==> src/rtl/core/cp0ee_pkg.sv <==
`timescale 1ns / 1ps
// ----------------------------------------------------------------------------
// cp0ee_pkg
// Command codes, vectors, cause codes and bit positions for the CP0
// exception entry unit.
// ----------------------------------------------------------------------------
package cp0ee_pkg;

	typedef enum logic [3:0] {
		CMD_CHECK_INTR   = 4'd0,
		CMD_ADDR_ERR     = 4'd1,
		CMD_BREAK        = 4'd2,
		CMD_COP_UNUSABLE = 4'd3,
		CMD_INTERRUPT    = 4'd4,
		CMD_TLB_MISS     = 4'd5,
		CMD_SYSCALL      = 4'd6,
		CMD_WR_STATUS    = 4'd7,
		CMD_WR_INTR      = 4'd8,
		CMD_WR_MASK      = 4'd9
	} cmd_t;

	localparam logic [31:0] VEC_GENERAL = 32'h8000_0180;
	localparam logic [31:0] VEC_REFILL  = 32'h8000_0000;

	localparam int ST_IE  = 0;
	localparam int ST_EXL = 1;
	localparam int ST_ERL = 2;

	localparam logic [31:0] CA_BD = 32'h8000_0000;

	localparam logic [31:0] CODE_INT   = 32'h0000_0000;
	localparam logic [31:0] CODE_RMISS = 32'h0000_0008;
	localparam logic [31:0] CODE_RADE  = 32'h0000_0010;
	localparam logic [31:0] CODE_WADE  = 32'h0000_0014;
	localparam logic [31:0] CODE_SYS   = 32'h0000_0020;
	localparam logic [31:0] CODE_BRK   = 32'h0000_0024;
	localparam logic [31:0] CODE_CPU   = 32'h0000_002C;

	localparam logic [31:0] CTX_KEEP_MASK  = 32'hFF80_000F;
	localparam logic [31:0] CTX_VPN_MASK   = 32'h007F_FFF0;
	localparam logic [31:0] ENTRYHI_MASK   = 32'hFFFF_E000;

	localparam logic [7:0] IP2_LINE = 8'h04;

	localparam int MI_SP = 0;
	localparam int MI_AI = 2;
	localparam int MI_DP = 5;

	typedef struct packed {
		logic [31:0] next_pc;
		logic [31:0] cause;
		logic [31:0] epc;
		logic [31:0] status;
		logic [31:0] badaddr;
		logic [31:0] ctx;
		logic [31:0] entryhi;
		logic [5:0]  intr_word;
		logic        intr_event;
		logic        taken;
	} res_t;

endpackage

==> src/rtl/core/cp0_exception_entry_unit.sv <==
`timescale 1ns / 1ps
// ----------------------------------------------------------------------------
// cp0_exception_entry_unit
// CP0 exception entry: interrupt merge and check, exception entry with
// vector, cause, EPC and status update, and status/interrupt/mask writes.
// ----------------------------------------------------------------------------
//  channel  | handshake            | beat
//  ---------+----------------------+--------------------------------------
//  in       | in_valid / in_ready  | cmd, delay_slot, cur_pc, fault_addr, ...
//  out      | out_valid/ out_ready | next_pc, cause_out, ... taken
//  cfg      | cfg_valid/ cfg_ready | cfg_data (audio_from_source)
//
//  One beat in per cycle while the output is not stalled; each beat passes
//  through the input register, then the result register. CP0 state
//  updates as a beat leaves the input register, so the next beat sees it.
//  Reset clears all CP0 state, sets audio_from_source and empties both stages.
//  A stalled output holds the input stage; in_ready then drops.
// ----------------------------------------------------------------------------
module cp0_exception_entry_unit
	import cp0ee_pkg::*;
(
	input  logic        clk,
	input  logic        arst_n,

	input  logic        cfg_valid,
	output logic        cfg_ready,
	input  logic        cfg_data,

	input  logic        in_valid,
	output logic        in_ready,
	input  logic [3:0]  cmd,
	input  logic        delay_slot,
	input  logic [31:0] cur_pc,
	input  logic [31:0] fault_addr,
	input  logic        from_read,
	input  logic [1:0]  cop_num,
	input  logic        tlb_defined,
	input  logic [2:0]  intr_sources,
	input  logic [31:0] write_value,

	output logic        out_valid,
	input  logic        out_ready,
	output logic [31:0] next_pc,
	output logic [31:0] cause_out,
	output logic [31:0] epc_out,
	output logic [31:0] status_out,
	output logic [31:0] badaddr_out,
	output logic [31:0] context_out,
	output logic [31:0] entryhi_out,
	output logic [5:0]  intr_word_out,
	output logic        intr_event,
	output logic        taken
);

	logic        audio_from_source_q;

	logic        valid_s1;
	cmd_t        cmd_s1;
	logic        ds_s1;
	logic [31:0] pc_s1;
	logic [31:0] fa_s1;
	logic        rd_s1;
	logic [1:0]  cop_s1;
	logic        tlbdef_s1;
	logic [2:0]  src_s1;
	logic [31:0] wv_s1;

	logic        valid_s2;
	res_t        res_s2;

	logic [31:0] status_q, cause_q, epc_q, badaddr_q, context_q, entryhi_q;
	logic [7:0]  pending_q;
	logic [5:0]  intr_word_q, intr_mask_q;

	logic [31:0] status_d, cause_d, epc_d, badaddr_d, context_d, entryhi_d;
	logic [7:0]  pending_d;
	logic [5:0]  intr_word_d, intr_mask_d;
	logic [31:0] npc;
	logic        ev, tk;
	logic        irq_ok;
	logic [5:0]  merged;
	logic [31:0] epc_entry;
	logic [31:0] bd_bit;

	logic        advance;

	assign cfg_ready = 1'b1;
	assign advance   = valid_s1 && (!valid_s2 || out_ready);
	assign in_ready  = !valid_s1 || advance;

	always_ff @(posedge clk or negedge arst_n) begin
		if (!arst_n) begin
			audio_from_source_q <= 1'b1;
		end else if (cfg_valid && cfg_ready) begin
			audio_from_source_q <= cfg_data;
		end
	end

	// input stage
	always_ff @(posedge clk or negedge arst_n) begin
		if (!arst_n) begin
			valid_s1 <= 1'b0;
		end else if (in_ready) begin
			valid_s1 <= in_valid;
		end
	end

	always_ff @(posedge clk) begin
		if (in_valid && in_ready) begin
			cmd_s1    <= cmd_t'(cmd);
			ds_s1     <= delay_slot;
			pc_s1     <= cur_pc;
			fa_s1     <= fault_addr;
			rd_s1     <= from_read;
			cop_s1    <= cop_num;
			tlbdef_s1 <= tlb_defined;
			src_s1    <= intr_sources;
			wv_s1     <= write_value;
		end
	end

	assign irq_ok    = status_q[ST_IE] && !status_q[ST_EXL] && !status_q[ST_ERL];
	assign epc_entry = ds_s1 ? (pc_s1 - 32'd4) : pc_s1;
	assign bd_bit    = ds_s1 ? CA_BD : 32'h0;

	always_comb begin
		merged = intr_word_q;
		if (audio_from_source_q) begin
			merged[MI_AI] = src_s1[0];
		end
		if (src_s1[1]) merged[MI_SP] = 1'b1;
		if (src_s1[2]) merged[MI_DP] = 1'b1;
	end

	always_comb begin
		status_d    = status_q;
		cause_d     = cause_q;
		epc_d       = epc_q;
		badaddr_d   = badaddr_q;
		context_d   = context_q;
		entryhi_d   = entryhi_q;
		pending_d   = pending_q;
		intr_word_d = intr_word_q;
		intr_mask_d = intr_mask_q;
		npc         = pc_s1;
		ev          = 1'b0;
		tk          = 1'b0;
		case (cmd_s1)
			CMD_CHECK_INTR: begin
				if ((intr_mask_q & merged) != 6'd0) pending_d = pending_q | IP2_LINE;
				else                                pending_d = pending_q & ~IP2_LINE;
				intr_word_d = merged;
				ev = irq_ok && ((status_q[15:8] & pending_d) != 8'd0);
			end
			CMD_ADDR_ERR: begin
				cause_d   = (rd_s1 ? CODE_RADE : CODE_WADE) | bd_bit;
				epc_d     = epc_entry;
				status_d  = status_q | (32'd1 << ST_EXL);
				badaddr_d = fa_s1;
				npc       = VEC_GENERAL;
				tk        = 1'b1;
			end
			CMD_BREAK: begin
				cause_d  = CODE_BRK | bd_bit;
				epc_d    = epc_entry;
				status_d = status_q | (32'd1 << ST_EXL);
				npc      = VEC_GENERAL;
				tk       = 1'b1;
			end
			CMD_COP_UNUSABLE: begin
				cause_d  = CODE_CPU | {2'b00, cop_s1, 28'd0} | bd_bit;
				epc_d    = epc_entry;
				status_d = status_q | (32'd1 << ST_EXL);
				npc      = VEC_GENERAL;
				tk       = 1'b1;
			end
			CMD_INTERRUPT: begin
				if (irq_ok) begin
					cause_d  = CODE_INT | {16'd0, pending_q, 8'd0} | bd_bit;
					epc_d    = epc_entry;
					status_d = status_q | (32'd1 << ST_EXL);
					npc      = VEC_GENERAL;
					tk       = 1'b1;
				end
			end
			CMD_TLB_MISS: begin
				cause_d   = CODE_RMISS;
				badaddr_d = fa_s1;
				context_d = (context_q & CTX_KEEP_MASK) | ((fa_s1 >> 9) & CTX_VPN_MASK);
				entryhi_d = fa_s1 & ENTRYHI_MASK;
				if (!status_q[ST_EXL]) begin
					cause_d  = CODE_RMISS | bd_bit;
					epc_d    = epc_entry;
					status_d = status_q | (32'd1 << ST_EXL);
					npc      = tlbdef_s1 ? VEC_GENERAL : VEC_REFILL;
				end else begin
					npc = VEC_GENERAL;
				end
				tk = 1'b1;
			end
			CMD_SYSCALL: begin
				cause_d  = CODE_SYS | bd_bit;
				epc_d    = epc_entry;
				status_d = status_q | (32'd1 << ST_EXL);
				npc      = VEC_GENERAL;
				tk       = 1'b1;
			end
			CMD_WR_STATUS: status_d    = wv_s1;
			CMD_WR_INTR:   intr_word_d = wv_s1[5:0];
			CMD_WR_MASK:   intr_mask_d = wv_s1[5:0];
			default: begin
			end
		endcase
	end

	// CP0 state: advance with each beat leaving the input stage
	always_ff @(posedge clk or negedge arst_n) begin
		if (!arst_n) begin
			status_q    <= '0;
			cause_q     <= '0;
			epc_q       <= '0;
			badaddr_q   <= '0;
			context_q   <= '0;
			entryhi_q   <= '0;
			pending_q   <= '0;
			intr_word_q <= '0;
			intr_mask_q <= '0;
		end else if (advance) begin
			status_q    <= status_d;
			cause_q     <= cause_d;
			epc_q       <= epc_d;
			badaddr_q   <= badaddr_d;
			context_q   <= context_d;
			entryhi_q   <= entryhi_d;
			pending_q   <= pending_d;
			intr_word_q <= intr_word_d;
			intr_mask_q <= intr_mask_d;
		end
	end

	// result stage
	always_ff @(posedge clk or negedge arst_n) begin
		if (!arst_n) begin
			valid_s2 <= 1'b0;
		end else if (!valid_s2 || out_ready) begin
			valid_s2 <= valid_s1;
		end
	end

	always_ff @(posedge clk) begin
		if (advance) begin
			res_s2.next_pc    <= npc;
			res_s2.cause      <= cause_d;
			res_s2.epc        <= epc_d;
			res_s2.status     <= status_d;
			res_s2.badaddr    <= badaddr_d;
			res_s2.ctx        <= context_d;
			res_s2.entryhi    <= entryhi_d;
			res_s2.intr_word  <= intr_word_d;
			res_s2.intr_event <= ev;
			res_s2.taken      <= tk;
		end
	end

	assign out_valid     = valid_s2;
	assign next_pc       = res_s2.next_pc;
	assign cause_out     = res_s2.cause;
	assign epc_out       = res_s2.epc;
	assign status_out    = res_s2.status;
	assign badaddr_out   = res_s2.badaddr;
	assign context_out   = res_s2.ctx;
	assign entryhi_out   = res_s2.entryhi;
	assign intr_word_out = res_s2.intr_word;
	assign intr_event    = res_s2.intr_event;
	assign taken         = res_s2.taken;

	a_taken_vector: assert property (@(posedge clk) disable iff (!arst_n)
		out_valid && taken |-> (next_pc == VEC_GENERAL || next_pc == VEC_REFILL))
		else $error("taken result without a vector address");

	a_taken_exl: assert property (@(posedge clk) disable iff (!arst_n)
		out_valid && taken |-> status_out[ST_EXL])
		else $error("exception entered with EXL clear");

	a_event_excl: assert property (@(posedge clk) disable iff (!arst_n)
		out_valid |-> !(taken && intr_event))
		else $error("interrupt event and exception on one result");

	a_s1_hold: assert property (@(posedge clk) disable iff (!arst_n)
		valid_s1 && valid_s2 && !out_ready |=> valid_s1 && $stable(pc_s1))
		else $error("input stage lost a beat under output stall");

	a_state_hold: assert property (@(posedge clk) disable iff (!arst_n)
		!advance |=> $stable(status_q) && $stable(cause_q) && $stable(epc_q))
		else $error("CP0 state changed without a beat");

endmodule
==> config.mk <==
export PLATFORM = sky130hd
export DESIGN_NAME = cp0_exception_entry_unit
export DESIGN_NICKNAME = d
export VERILOG_FILES = /design/src/rtl/core/cp0ee_pkg.sv /design/src/rtl/core/cp0_exception_entry_unit.sv
export SDC_FILE = /design/constraint.sdc
export NUM_CORES = 1
export LEC_CHECK = 0
export ABC_AREA = 1
export BUFFER_PORTS_ARGS = -buffer_cell sky130_fd_sc_hd__buf_2
export CORE_MARGIN = 3
export CORE_UTILIZATION = 56
export CTS_CLUSTER_DIAMETER = 50
export DETAILED_ROUTE_END_ITERATION = 6
export GPL_TIMING_DRIVEN = 0
export PLACE_DENSITY = 0.79
export RECOVER_POWER = 50
export SKIP_LAST_GASP = 1
export SLEW_MARGIN = 20
export SYNTH_ARGS = -nofsm -noshare
export SYNTH_HDL_FRONTEND = slang
export SYNTH_SLANG_ARGS = --single-unit
export TNS_END_PERCENT = 30
==> constraint.sdc <==
create_clock -name clk -period 10.05 [get_ports clk]
set_input_delay 2.01 -clock clk [delete_from_list [all_inputs] [get_ports clk]]
set_output_delay 2.01 -clock clk [all_outputs]
set_load 0.005 [all_outputs]
-- Word level (Yosys, flattened, before mapping)
Cells that the tools add are included.
- input port bits: 114
- register bits: 555
- output and inout bits: 235
- logic and storage cells: 92
- bitwise operators: 6
- muxes and demuxes: 26
- equal/unequal tests: 9
- reduce and logical (&&, ||, !) cells: 19
- add/sub/neg operators: 1
- operators by type and width (operator ; count):
    $mux W32 ; 10
    $pmux W32 S3 ; 3
    $pmux W32 S6 ; 1
    $or A16 B32 Y32 ; 1
    $or A30 B32 Y32 ; 1
    $or A32 B23 Y32 ; 1
    $or A5 B32 Y32 ; 1
    $sub A32 B3 Y32 const B ; 1
    $mux W9 ; 2
    $eq A4 B3 Y1 const B ; 4
    $pmux W6 S2 ; 1
    $and A8 B8 Y8 ; 1
    $eq A4 B2 Y1 const B ; 2
    $eq A4 B4 Y1 const B ; 2
    $mux W8 ; 1
    $reduce_bool A8 Y1 ; 1
    $and A6 B6 Y6 ; 1
    $mux W3 ; 2
    $reduce_bool A6 Y1 ; 1
    $logic_and A1 B1 Y1 ; 5
    $reduce_or A5 Y1 ; 1
    $eq A4 B1 Y1 const B ; 1
    $logic_not A1 Y1 ; 4
    $logic_not A4 Y1 ; 1
    7 further kinds ; 12

-- Logic depth before layout (Yosys ltp)
Gate-level depths: netlist (run 1).
- word-level depth: 8
- gate-level depth with buffers: 13
- depth with buffers taken out: 12

-- Worst setup path before layout (run 1)
No wires, ideal clock.
- kind: in2reg
- from: input out_ready
- to: register res_s2 (netlist bit badaddr_out[0]) (enable)
- buffers on the path: 2
- setup slack: 666 ps
- setup time: 669 ps
- data arrival time: 8715 ps
- stages: 6
- data required time: 9381 ps
- path through: inv_1 nand2_1 nand2_1 inv_2 clkbuf_1 clkbuf_1
- longest elaborated chain between the ends: 2
- ends and longest elaborated chain (what ; line ; text):
    start: declaration ; cp0_exception_entry_unit.sv:42 ; input logic out_ready,
    $logic_or A1 B1 Y1 ; cp0_exception_entry_unit.sv:88 ; assign advance = valid_s1 && (!valid_s2 || out_ready);
    $logic_and A1 B1 Y1 ; cp0_exception_entry_unit.sv:88 ;
    named net advance ; cp0_exception_entry_unit.sv:85 ; logic advance;
    end: declaration ; cp0_exception_entry_unit.sv:69 ; res_t res_s2;
The timed path passes the listed nets, and every way through them passes these cells.
A chain may end at the register's enable or synchronous reset.

==> run summary, run 1 <==
Setup repair after global routing left no endpoint under its margin. The filler cell count in the final layout is 2,524. Entering global routing, the biggest net connects 102 pins. The final-layout worst hold slack came out at 0.4839 ns. The area of the die is 38,060 um^2. The xor and xnor fraction of the mapped netlist area is 0.3500%. The mean instance size in the synthesized netlist came out at 11.63 um^2.

The number of distinct library cells after synthesis came out at 35. The cell type contributing the most total cell area after synthesis is sky130_fd_sc_hd__edfxtp_1. The number of rows in the core area came out at 68. Of all flip-flops after synthesis, the portion carrying an async set or reset was 37.36%. STA classifies the critical path startpoint as a primary input. The required time reported for the critical path endpoint is 9.79 ns. In the synthesized netlist, the cells that appear most often are sky130_fd_sc_hd__nand2_1 (349), sky130_fd_sc_hd__edfxtp_1 (327), sky130_fd_sc_hd__o21ai_0 (240). Across all layers, the routed design uses 14,110 vias. The type of the worst setup path is in2async. The number of nets in the layout came out at 2,244. The number of buffer and inverter instances along the worst setup path came out at 2.

On the critical path the largest part of the delay comes from buffers and inverters. In this run the clock root is driven by a sky130_fd_sc_hd__clkbuf_16. The final routed wire length divided by cell count came out at 19.00 um. The die span in y is 195.1 um.

The worst min-delay path class is reg2reg. Summing the areas of all compound-gate instances in the mapped netlist gives 7.793% of the synthesized area. The share of the synthesized area in the top cell type is 49.04%. The arrival time at the worst endpoint is 6.13 ns. The number of global-route vias before repair is 13,970. The count of boundary I/O pins came out at 349. The first-pass GRT wire length is 77.18 mm. The number of warning messages in the yosys log came out at 0. The post-synthesis simple-gate area fraction is 11.72%. The final worst clock skew is 0.02778 ns. The flow ran to the end, but the final reports show violations. The number of sinks handled by clock tree synthesis is 522. The checks that failed: max-capacitance violations, max-slew violations.

The deepest clock path buffer count is 3. The maximum achievable frequency is 156.5 MHz. The average vias per placed instance is 5.366. The post-CTS setup repair buffer count came out at 0. The synthesized instance count is 1,722. The count of final max-slew check failures came out at 208. After synthesis, the largest family of logic cells by area is simple AND/OR/NAND/NOR gates.

The weighted congestion reported at the end of routability-driven placement is 0.9113. The count of nets left with antenna violations after detail routing is 0. The tightest slew margin relative to the limit is -172.0%.

The number of violations reported at the end of detailed-routing iteration 0 is 1,224. Across every metal layer, demand over resource in global routing totals 26.02%. The total area inside the core boundary comes to 34,880 um^2. The final critical path takes up 63.58% of the cycle. The proportion of synthesized chip area in sequential cells came out at 73.42%. The sum of overflow across all layers after global routing is 0.

Cells fill 68.89% of the core in the end. The total of endpoints with negative setup slack in the final report is 0. The fraction of layout cells with a size suffix above 1 is 20.73%.

By instance count, the cell type seen most on the critical path is sky130_fd_sc_hd__clkbuf_1. Counting the buffers created by CTS gives 52. The count of flip-flops with a built-in enable after synthesis came out at 327. The number of hold buffers added after cts came out at 0. The peak supply drop came out at 221.9 uV. The quantity of I/O buffers inserted on ports came out at 334. The routed wire length came out at 49.95 mm. The count of unresolved DRC violations after routing came out at 0. The clock latency on the worst-skew pair came out at 0.59 ns.

The clock-pin slew on the worst setup and hold paths is 0.06 ns. The number of antenna violations at the first check in global routing came out at 5. The cell area after layout is 24,030 um^2. TritonCTS built the clock tree.

STA classifies the critical path endpoint as an asynchronous set/reset pin. The largest fanout of any net on the critical path came out at 69. The actual slew at the worst max-slew pin is 4.080 ns.

The biggest cell delay along the critical path came out at 2.92 ns. The total iterations of the first detailed-routing run is 6. The initial standard-cell utilization of the core came out at 57.40%. Dividing total power by cell area gives a power density of 257.0 nW/um^2.

In the post-synthesis netlist, the biggest area contributors are sky130_fd_sc_hd__edfxtp_1 (49%), sky130_fd_sc_hd__dfrtp_1 (24%), sky130_fd_sc_hd__nand2_1 (6.5%). Among all flip-flop cells after synthesis, the most frequent one is sky130_fd_sc_hd__edfxtp_1. The area added between synthesis and finish is 20.03%. The final hold violation count is 0. The die boundary width is 195.1 um.

For the finished layout, the period the worst path requires is 6.390 ns. The standby leakage power came out at 10.39 nW. The cell area reported after detailed placement is 22,510 um^2.

For this design, the slowest cell found on the critical path is sky130_fd_sc_hd__clkbuf_1. In this run the cell area of the synthesized design comes to 20,020 um^2. The post-synthesis sequential element count is 522. Traced cell by cell, the critical path runs through clkbuf_1 -> clkbuf_1. The adder-cell share of the synthesized area came out at 0.06249%. The multiplexer share of the synthesized area came out at 0.3937%. After clock tree synthesis, the repair step resized 0 gates.

The half-perimeter wire length of the detailed placement result came out at 34.86 mm. The depth of the CTS H-tree came out at 2. Max-cap violations in this run came to 4. In the post-synthesis netlist, the cell with the most instances is sky130_fd_sc_hd__nand2_1.
-- where the power goes --
group | switching [W] | leakage [nW] | internal (W)
registers | 0.000199 | 5.68 | 0.00293
clock network | 0.000790 | 0.834 | 0.00113
logic | 0.000728 | 3.88 | 0.000392
-- kinds of logic after synthesis --
group | after synthesis
compound gates | 290
xor+xnor | 8
fa+ha+maj | 1
buf+inv | 304
flops | 522
mux | 7
other cells | 2
simple gates | 588
-- stage by stage --
stage | total power [W] | setup TNS, ns | std cells | setup WS (ns)
after floorplan | 0.003782 | 0 | 1734 | 0.6658
after global placement | 0.004245 | -601.27 | 2523 | -2.665
after detailed placement | 0.004286 | 0 | 2530 | 5.412
after CTS | 0.006222 | 0 | 2626 | 5.635
after global routing | 0.006472 | 0 | 2628 | 2.822
final | 0.006177 | 0 | 2629 | 3.660
-- cell type report --
type | count | area (um^2) | area share (%)
diodes | 3 | 7.507 | 0.03124
inverters | 223 | 839.6 | 3.494
well taps | 455 | 569.3 | 2.369
flip-flops and latches | 522 | 14700 | 61.17
repair buffers | 341 | 1795 | 7.471
clock buffers | 76 | 1493 | 6.211
multi-input cells | 908 | 4050 | 16.85
clock inverters | 20 | 212.7 | 0.8851
plain buffers | 81 | 364.1 | 1.515
-- per-layer routing --
| layer | part of all wire (%) | track usage, % | up-vias |
|---|---|---|---|
| met5 | 0.072 | 0 | - |
| met4 | 3.7 | 10.32 | 6 |
| met3 | 8.9 | 5.452 | 117 |
| met2 | 47 | 41.24 | 672 |
| met1 | 40 | 35.86 | 6842 |
| li1 | - | - | 6469 |
-- placed cells by master, fill, tap and decap left out, types with 3 or more instances in the layout --
cell type	count
sky130_fd_sc_hd__buf_4	14
sky130_fd_sc_hd__mux2_2	7
sky130_fd_sc_hd__conb_1	14
sky130_fd_sc_hd__o21ai_0	257
sky130_fd_sc_hd__nand4_1	6
sky130_fd_sc_hd__dfrtp_1	194
sky130_fd_sc_hd__clkinv_1	3
sky130_fd_sc_hd__nor3_1	8
sky130_fd_sc_hd__clkinv_2	8
sky130_fd_sc_hd__bufinv_16	4
sky130_fd_sc_hd__inv_1	221
sky130_fd_sc_hd__o22ai_1	8
sky130_fd_sc_hd__clkbuf_1	86
sky130_fd_sc_hd__nand2_1	349
sky130_fd_sc_hd__o211ai_1	3
sky130_fd_sc_hd__buf_16	4
sky130_fd_sc_hd__clkbuf_8	8
sky130_fd_sc_hd__edfxtp_1	327
sky130_fd_sc_hd__diode_2	3
sky130_fd_sc_hd__nor2_1	175
sky130_fd_sc_hd__a31oi_1	5
sky130_fd_sc_hd__nand3_1	44
sky130_fd_sc_hd__buf_1	5
sky130_fd_sc_hd__buf_2	326
sky130_fd_sc_hd__o21ai_2	12
sky130_fd_sc_hd__clkbuf_16	53
sky130_fd_sc_hd__xor2_1	8
-- final timing paths --
kind | startpoint | slack [ns] | cells past startpoint | endpoint
max | arst_n | 3.66 | 2 | entryhi_q[16]
min | epc_q[24] | 0.48 | 2 | epc_q[24]
max reg2reg | out_valid | 4.79 | 4 | wv_s1[16]
min reg2reg | epc_q[24] | 0.48 | 2 | epc_q[24]
max in group clk | out_ready | 3.66 | 6 | wv_s1[16]
min in group asynchronous | arst_n | 1.78 | 1 | epc_q[5]
No activity file was read; power rests on OpenSTA's default activity.
==> run 2: changes to the inputs <==
CORE_UTILIZATION = 50   (was 56)
PLACE_DENSITY = 0.74   (was 0.79)
clock period = 5.4 ns   (was 10.05 ns; I/O delays follow)
==> run 2 against run 1 <==
The flow still finishes with violations (max-capacitance violations, max-slew violations). Clock-buffer cell count fell by 5. Utilization decreased by 6.9 points. Clock skew decreased by 0.018 ns. Critical path depth grew 4. Combinational power grew 83%. Hold slack barely moved. Non-clock buffer count decreased by 1. Register-to-register slack lost 3.0 ns. Sequential power is 86% higher. Worst setup slack got worse by 2.2 ns. Cell count is 2.5% higher. Largest cell class unchanged.
==> run summary, run 2 (same netlist as run 1, synthesis figures left out) <==
The flow ran to the end, but the final reports show violations. The checks that failed: max-capacitance violations, max-slew violations. The clock latency on the worst-skew pair is 0.58 ns (about the same). The post-CTS setup repair buffer count is 0 (unchanged). The count of unresolved DRC violations after routing came out at 0 (unchanged).

The startpoint identified for the worst hold timing path is epc_q[26]. The quantity of I/O buffers inserted on ports came out at 334 (unchanged). The fraction of layout cells with a size suffix above 1 came to 19.69% (-1.0 points). The proportion of power drawn by the clock network is 32.4% (+1.3 points). The number of nets in the layout is 2,244 (unchanged). The slowest cell on the critical path is sky130_fd_sc_hd__clkinvlp_2. The number of antenna violations at the first check in global routing was 6 (+1). The number of hold buffers added after cts is 0 (unchanged). The portion of total power attributed to sequential cells came out at 50.0% (-0.7 points). The amount of wire on met2 after detailed routing is 24.45 mm (+3.5%). The weighted congestion reported at the end of routability-driven placement came out at 0.9185 (+0.79%). The terminus of the critical flop-to-flop path is wv_s1[1]. The routed wire length is 50.71 mm (+1.5%). The depth of the CTS H-tree is 2 (unchanged). The number of global-route vias before repair is 13,870 (-0.72%).

The endpoint kind of the worst setup timing path is a flip-flop. The portion of the clock cycle consumed by the worst path in the final layout is 72.78%. The half-perimeter wire length of the detailed placement result was 35.80 mm (+2.7%).

The final worst clock skew came out at 0.009877 ns (-0.01791 ns). The final critical path time including I/O delays and setup came out at 3.930 ns. The worst-case setup slack after placement was 1.544 ns (-3.868 ns).

TritonCTS built the clock tree. The clock-pin slew on the worst setup and hold paths came out at 0.06 ns (about the same). The number of violations reported at the end of detailed-routing iteration 0 came out at 1,073 (-12%). The critical path goes through buf_2 -> inv_1 -> nand3_1 -> nand2_1 -> clkinvlp_2 -> buf_16.

In this run the top signal layer used is met5. The detailed-routed wire length on met3 is 3.795 mm (-15%). The library cells used most frequently in the layout, excluding fill and tap cells, are sky130_fd_sc_hd__nand2_1 (349), sky130_fd_sc_hd__edfxtp_1 (327), sky130_fd_sc_hd__buf_2 (294). The deepest clock path buffer count is 3 (unchanged). The power density of the placed cells was 481.1 nW/um^2 (+87%).

The maximum number of pins on one net before global-route repair is 78 (-24%). The instance count along the most critical hold path came to 2 (unchanged). The number of buffers created by CTS came out at 53 (+1.9%). The required time reported for the critical path endpoint is 5.67 ns (-4.12 ns). The startpoint of the most critical register-to-register path is valid_s1. Compared with the post-synthesis result, the final layout area differs by 21.01%. The first-pass GRT wire length came to 77.44 mm (+0.34%). The post-cts repair resize count is 0 (unchanged). The peak supply drop is 333.0 uV (+50%).

The tightest slew margin relative to the limit came out at -102.1% (+70 points). The cell family contributing the most delay on the critical path is buffers and inverters. The endpoint of the worst hold-timing path is epc_q[26]. The standby leakage power is 10.39 nW (unchanged).

The maximum achievable frequency came out at 254.4 MHz. The worst setup slack after layout is 1.470 ns (-2.190 ns). The setup slack of the most critical reg-to-reg path came out at 1.75 ns (-3.04 ns). In this run the clock root is driven by a sky130_fd_sc_hd__clkbuf_16. The die span in y was 206.1 um (+5.7%). The actual slew at the worst max-slew pin came to 3.031 ns (-1.049 ns). The area of the die came out at 42,480 um^2 (+12%).

The switching fraction of total power was 27.51% (-0.30 points). The die boundary width came to 206.1 um (+5.7%). The number of placed cells counting well taps is 2,592 (+2.5%). The biggest cell delay along the critical path came out at 1.81 ns (-1.11 ns).

The arrival time at the worst endpoint came to 4.20 ns (-1.93 ns). The final routed wire length divided by cell count is 18.82 um (-0.95%). The max-capacitance violation count is 2 (-2).

The startpoint type of the worst setup path is a primary input. The switching component of the power came to 0.003207 W (+87%). The total of endpoints with negative setup slack in the final report is 0 (unchanged).

The detailed-route via count is 13,810 (-2.1%). The combinational share of power came to 17.6% (-0.5 points). The average vias per placed instance is 5.125 (-4.5%). The wire length the detailed router placed on met1 came out at 20.92 mm (+4.5%).

The count of nets left with antenna violations after detail routing is 0 (unchanged). The depth of the worst register-to-register path is 4 (unchanged). The global router's overall resource usage came out at 23.97% (-2.0 points). The library cell used most frequently in the layout, excluding fill and tap cells, is sky130_fd_sc_hd__nand2_1. By startpoint and endpoint, the worst setup path is classified as in2reg. The largest fanout of any net on the critical path came to 63 (-8.7%). The worst hold path belongs to the class reg2reg. The area of the placeable core came out at 39,100 um^2 (+12%). The number of buffer and inverter instances along the worst setup path is 4 (+2). The final-layout worst hold slack came to 0.4842 ns (+0.0003090 ns). The number of rows in the core area is 72 (+5.9%).

The cell-internal power came out at 0.008448 W (+89%). The total iterations of the first detailed-routing run came out at 5 (-1). The count of boundary I/O pins is 349 (unchanged). The sum of overflow across all layers after global routing was 0 (unchanged). The final hold violation count is 0 (unchanged).

The count of final max-slew check failures is 100 (-52%). Setup repair after global routing left no endpoint under its margin. The initial standard-cell utilization of the core came out at 51.21% (-6.2 points). The number of sinks handled by clock tree synthesis is 522 (unchanged). The final instance count without filler cells was 2,695 (+2.5%).
[run 2: cell types whose count changed in the layout (fill, tap and decap cells not counted), moves of 3 or more]
cell / delta
sky130_fd_sc_hd__buf_2: -32
sky130_fd_sc_hd__bufinv_16: +3
sky130_fd_sc_hd__clkbuf_1: +25
sky130_fd_sc_hd__clkinv_2: +5
sky130_fd_sc_hd__inv_6: +3
sky130_fd_sc_hd__o21ai_1: +3
[run 2: power groups by stage]
stage / sequential, W / combinational (W) / clock [W]
6_report: 0.00583 / 0.00205 / 0.00378
5_1_grt: 0.00591 / 0.00234 / 0.00402
4_1_cts: 0.00583 / 0.00211 / 0.00385
3_5_place_dp: 0.00589 / 0.00208 / 0
3_3_place_gp: 0.00592 / 0.00196 / 0
2_1_floorplan: 0.00586 / 0.00114 / 0
[run 2: metrics by stage]
| stage | total power (W) | area (um^2) | utilization, % | TNS, ns |
|---|---|---|---|---|
| 4_1_cts | 0.01179 | 24400 | 62.41 | 0 |
| 5_1_grt | 0.01227 | 24220 | 61.96 | 0 |
| 6_report | 0.01166 | 24230 | 61.97 | 0 |
| 2_1_floorplan | 0.007004 | 20070 | - | 0 |
| 3_5_place_dp | 0.007973 | 22580 | 57.74 | 0 |
| 3_3_place_gp | 0.007875 | 22390 | 57.26 | -369.66 |
[run 2: tightest hold or removal path, cell delays in order (launching register included)]
cell	delay [ns]
sky130_fd_sc_hd__dfrtp_1	0.34
sky130_fd_sc_hd__nand2_1	0.06
sky130_fd_sc_hd__nand2_1	0.05
[run 2: worst max-delay path by stage]
stage | startpoint | to | cells after the start
global route | out_ready | src_s1[1] | 6
detailed placement | out_ready | status_out[17] | 9
CTS | out_ready | status_out[17] | 9
floorplan | out_ready | badaddr_out[0] | 6
global placement | out_ready | entryhi_out[20] | 7
finish | out_ready | wv_s1[1] | 6
[run 2: final cells by class]
cell class	count	area, um^2
Antenna cell	3	7.507
Buffer	81	379.1
Clock buffer	71	1486
Clock inverter	29	337.8
Fill cell	3122	14870
Inverter	223	839.6
Multi-Input combinational cell	908	4055
Sequential cell	522	14700
Tap cell	518	648.1
Timing Repair Buffer	340	1774
[run 2: metal layers]
metal	up-vias	GRT usage (%)
met5	-	0
met4	6	8.170
met3	94	4.961
met2	501	39.30
met1	6745	32.25
li1	6467	-
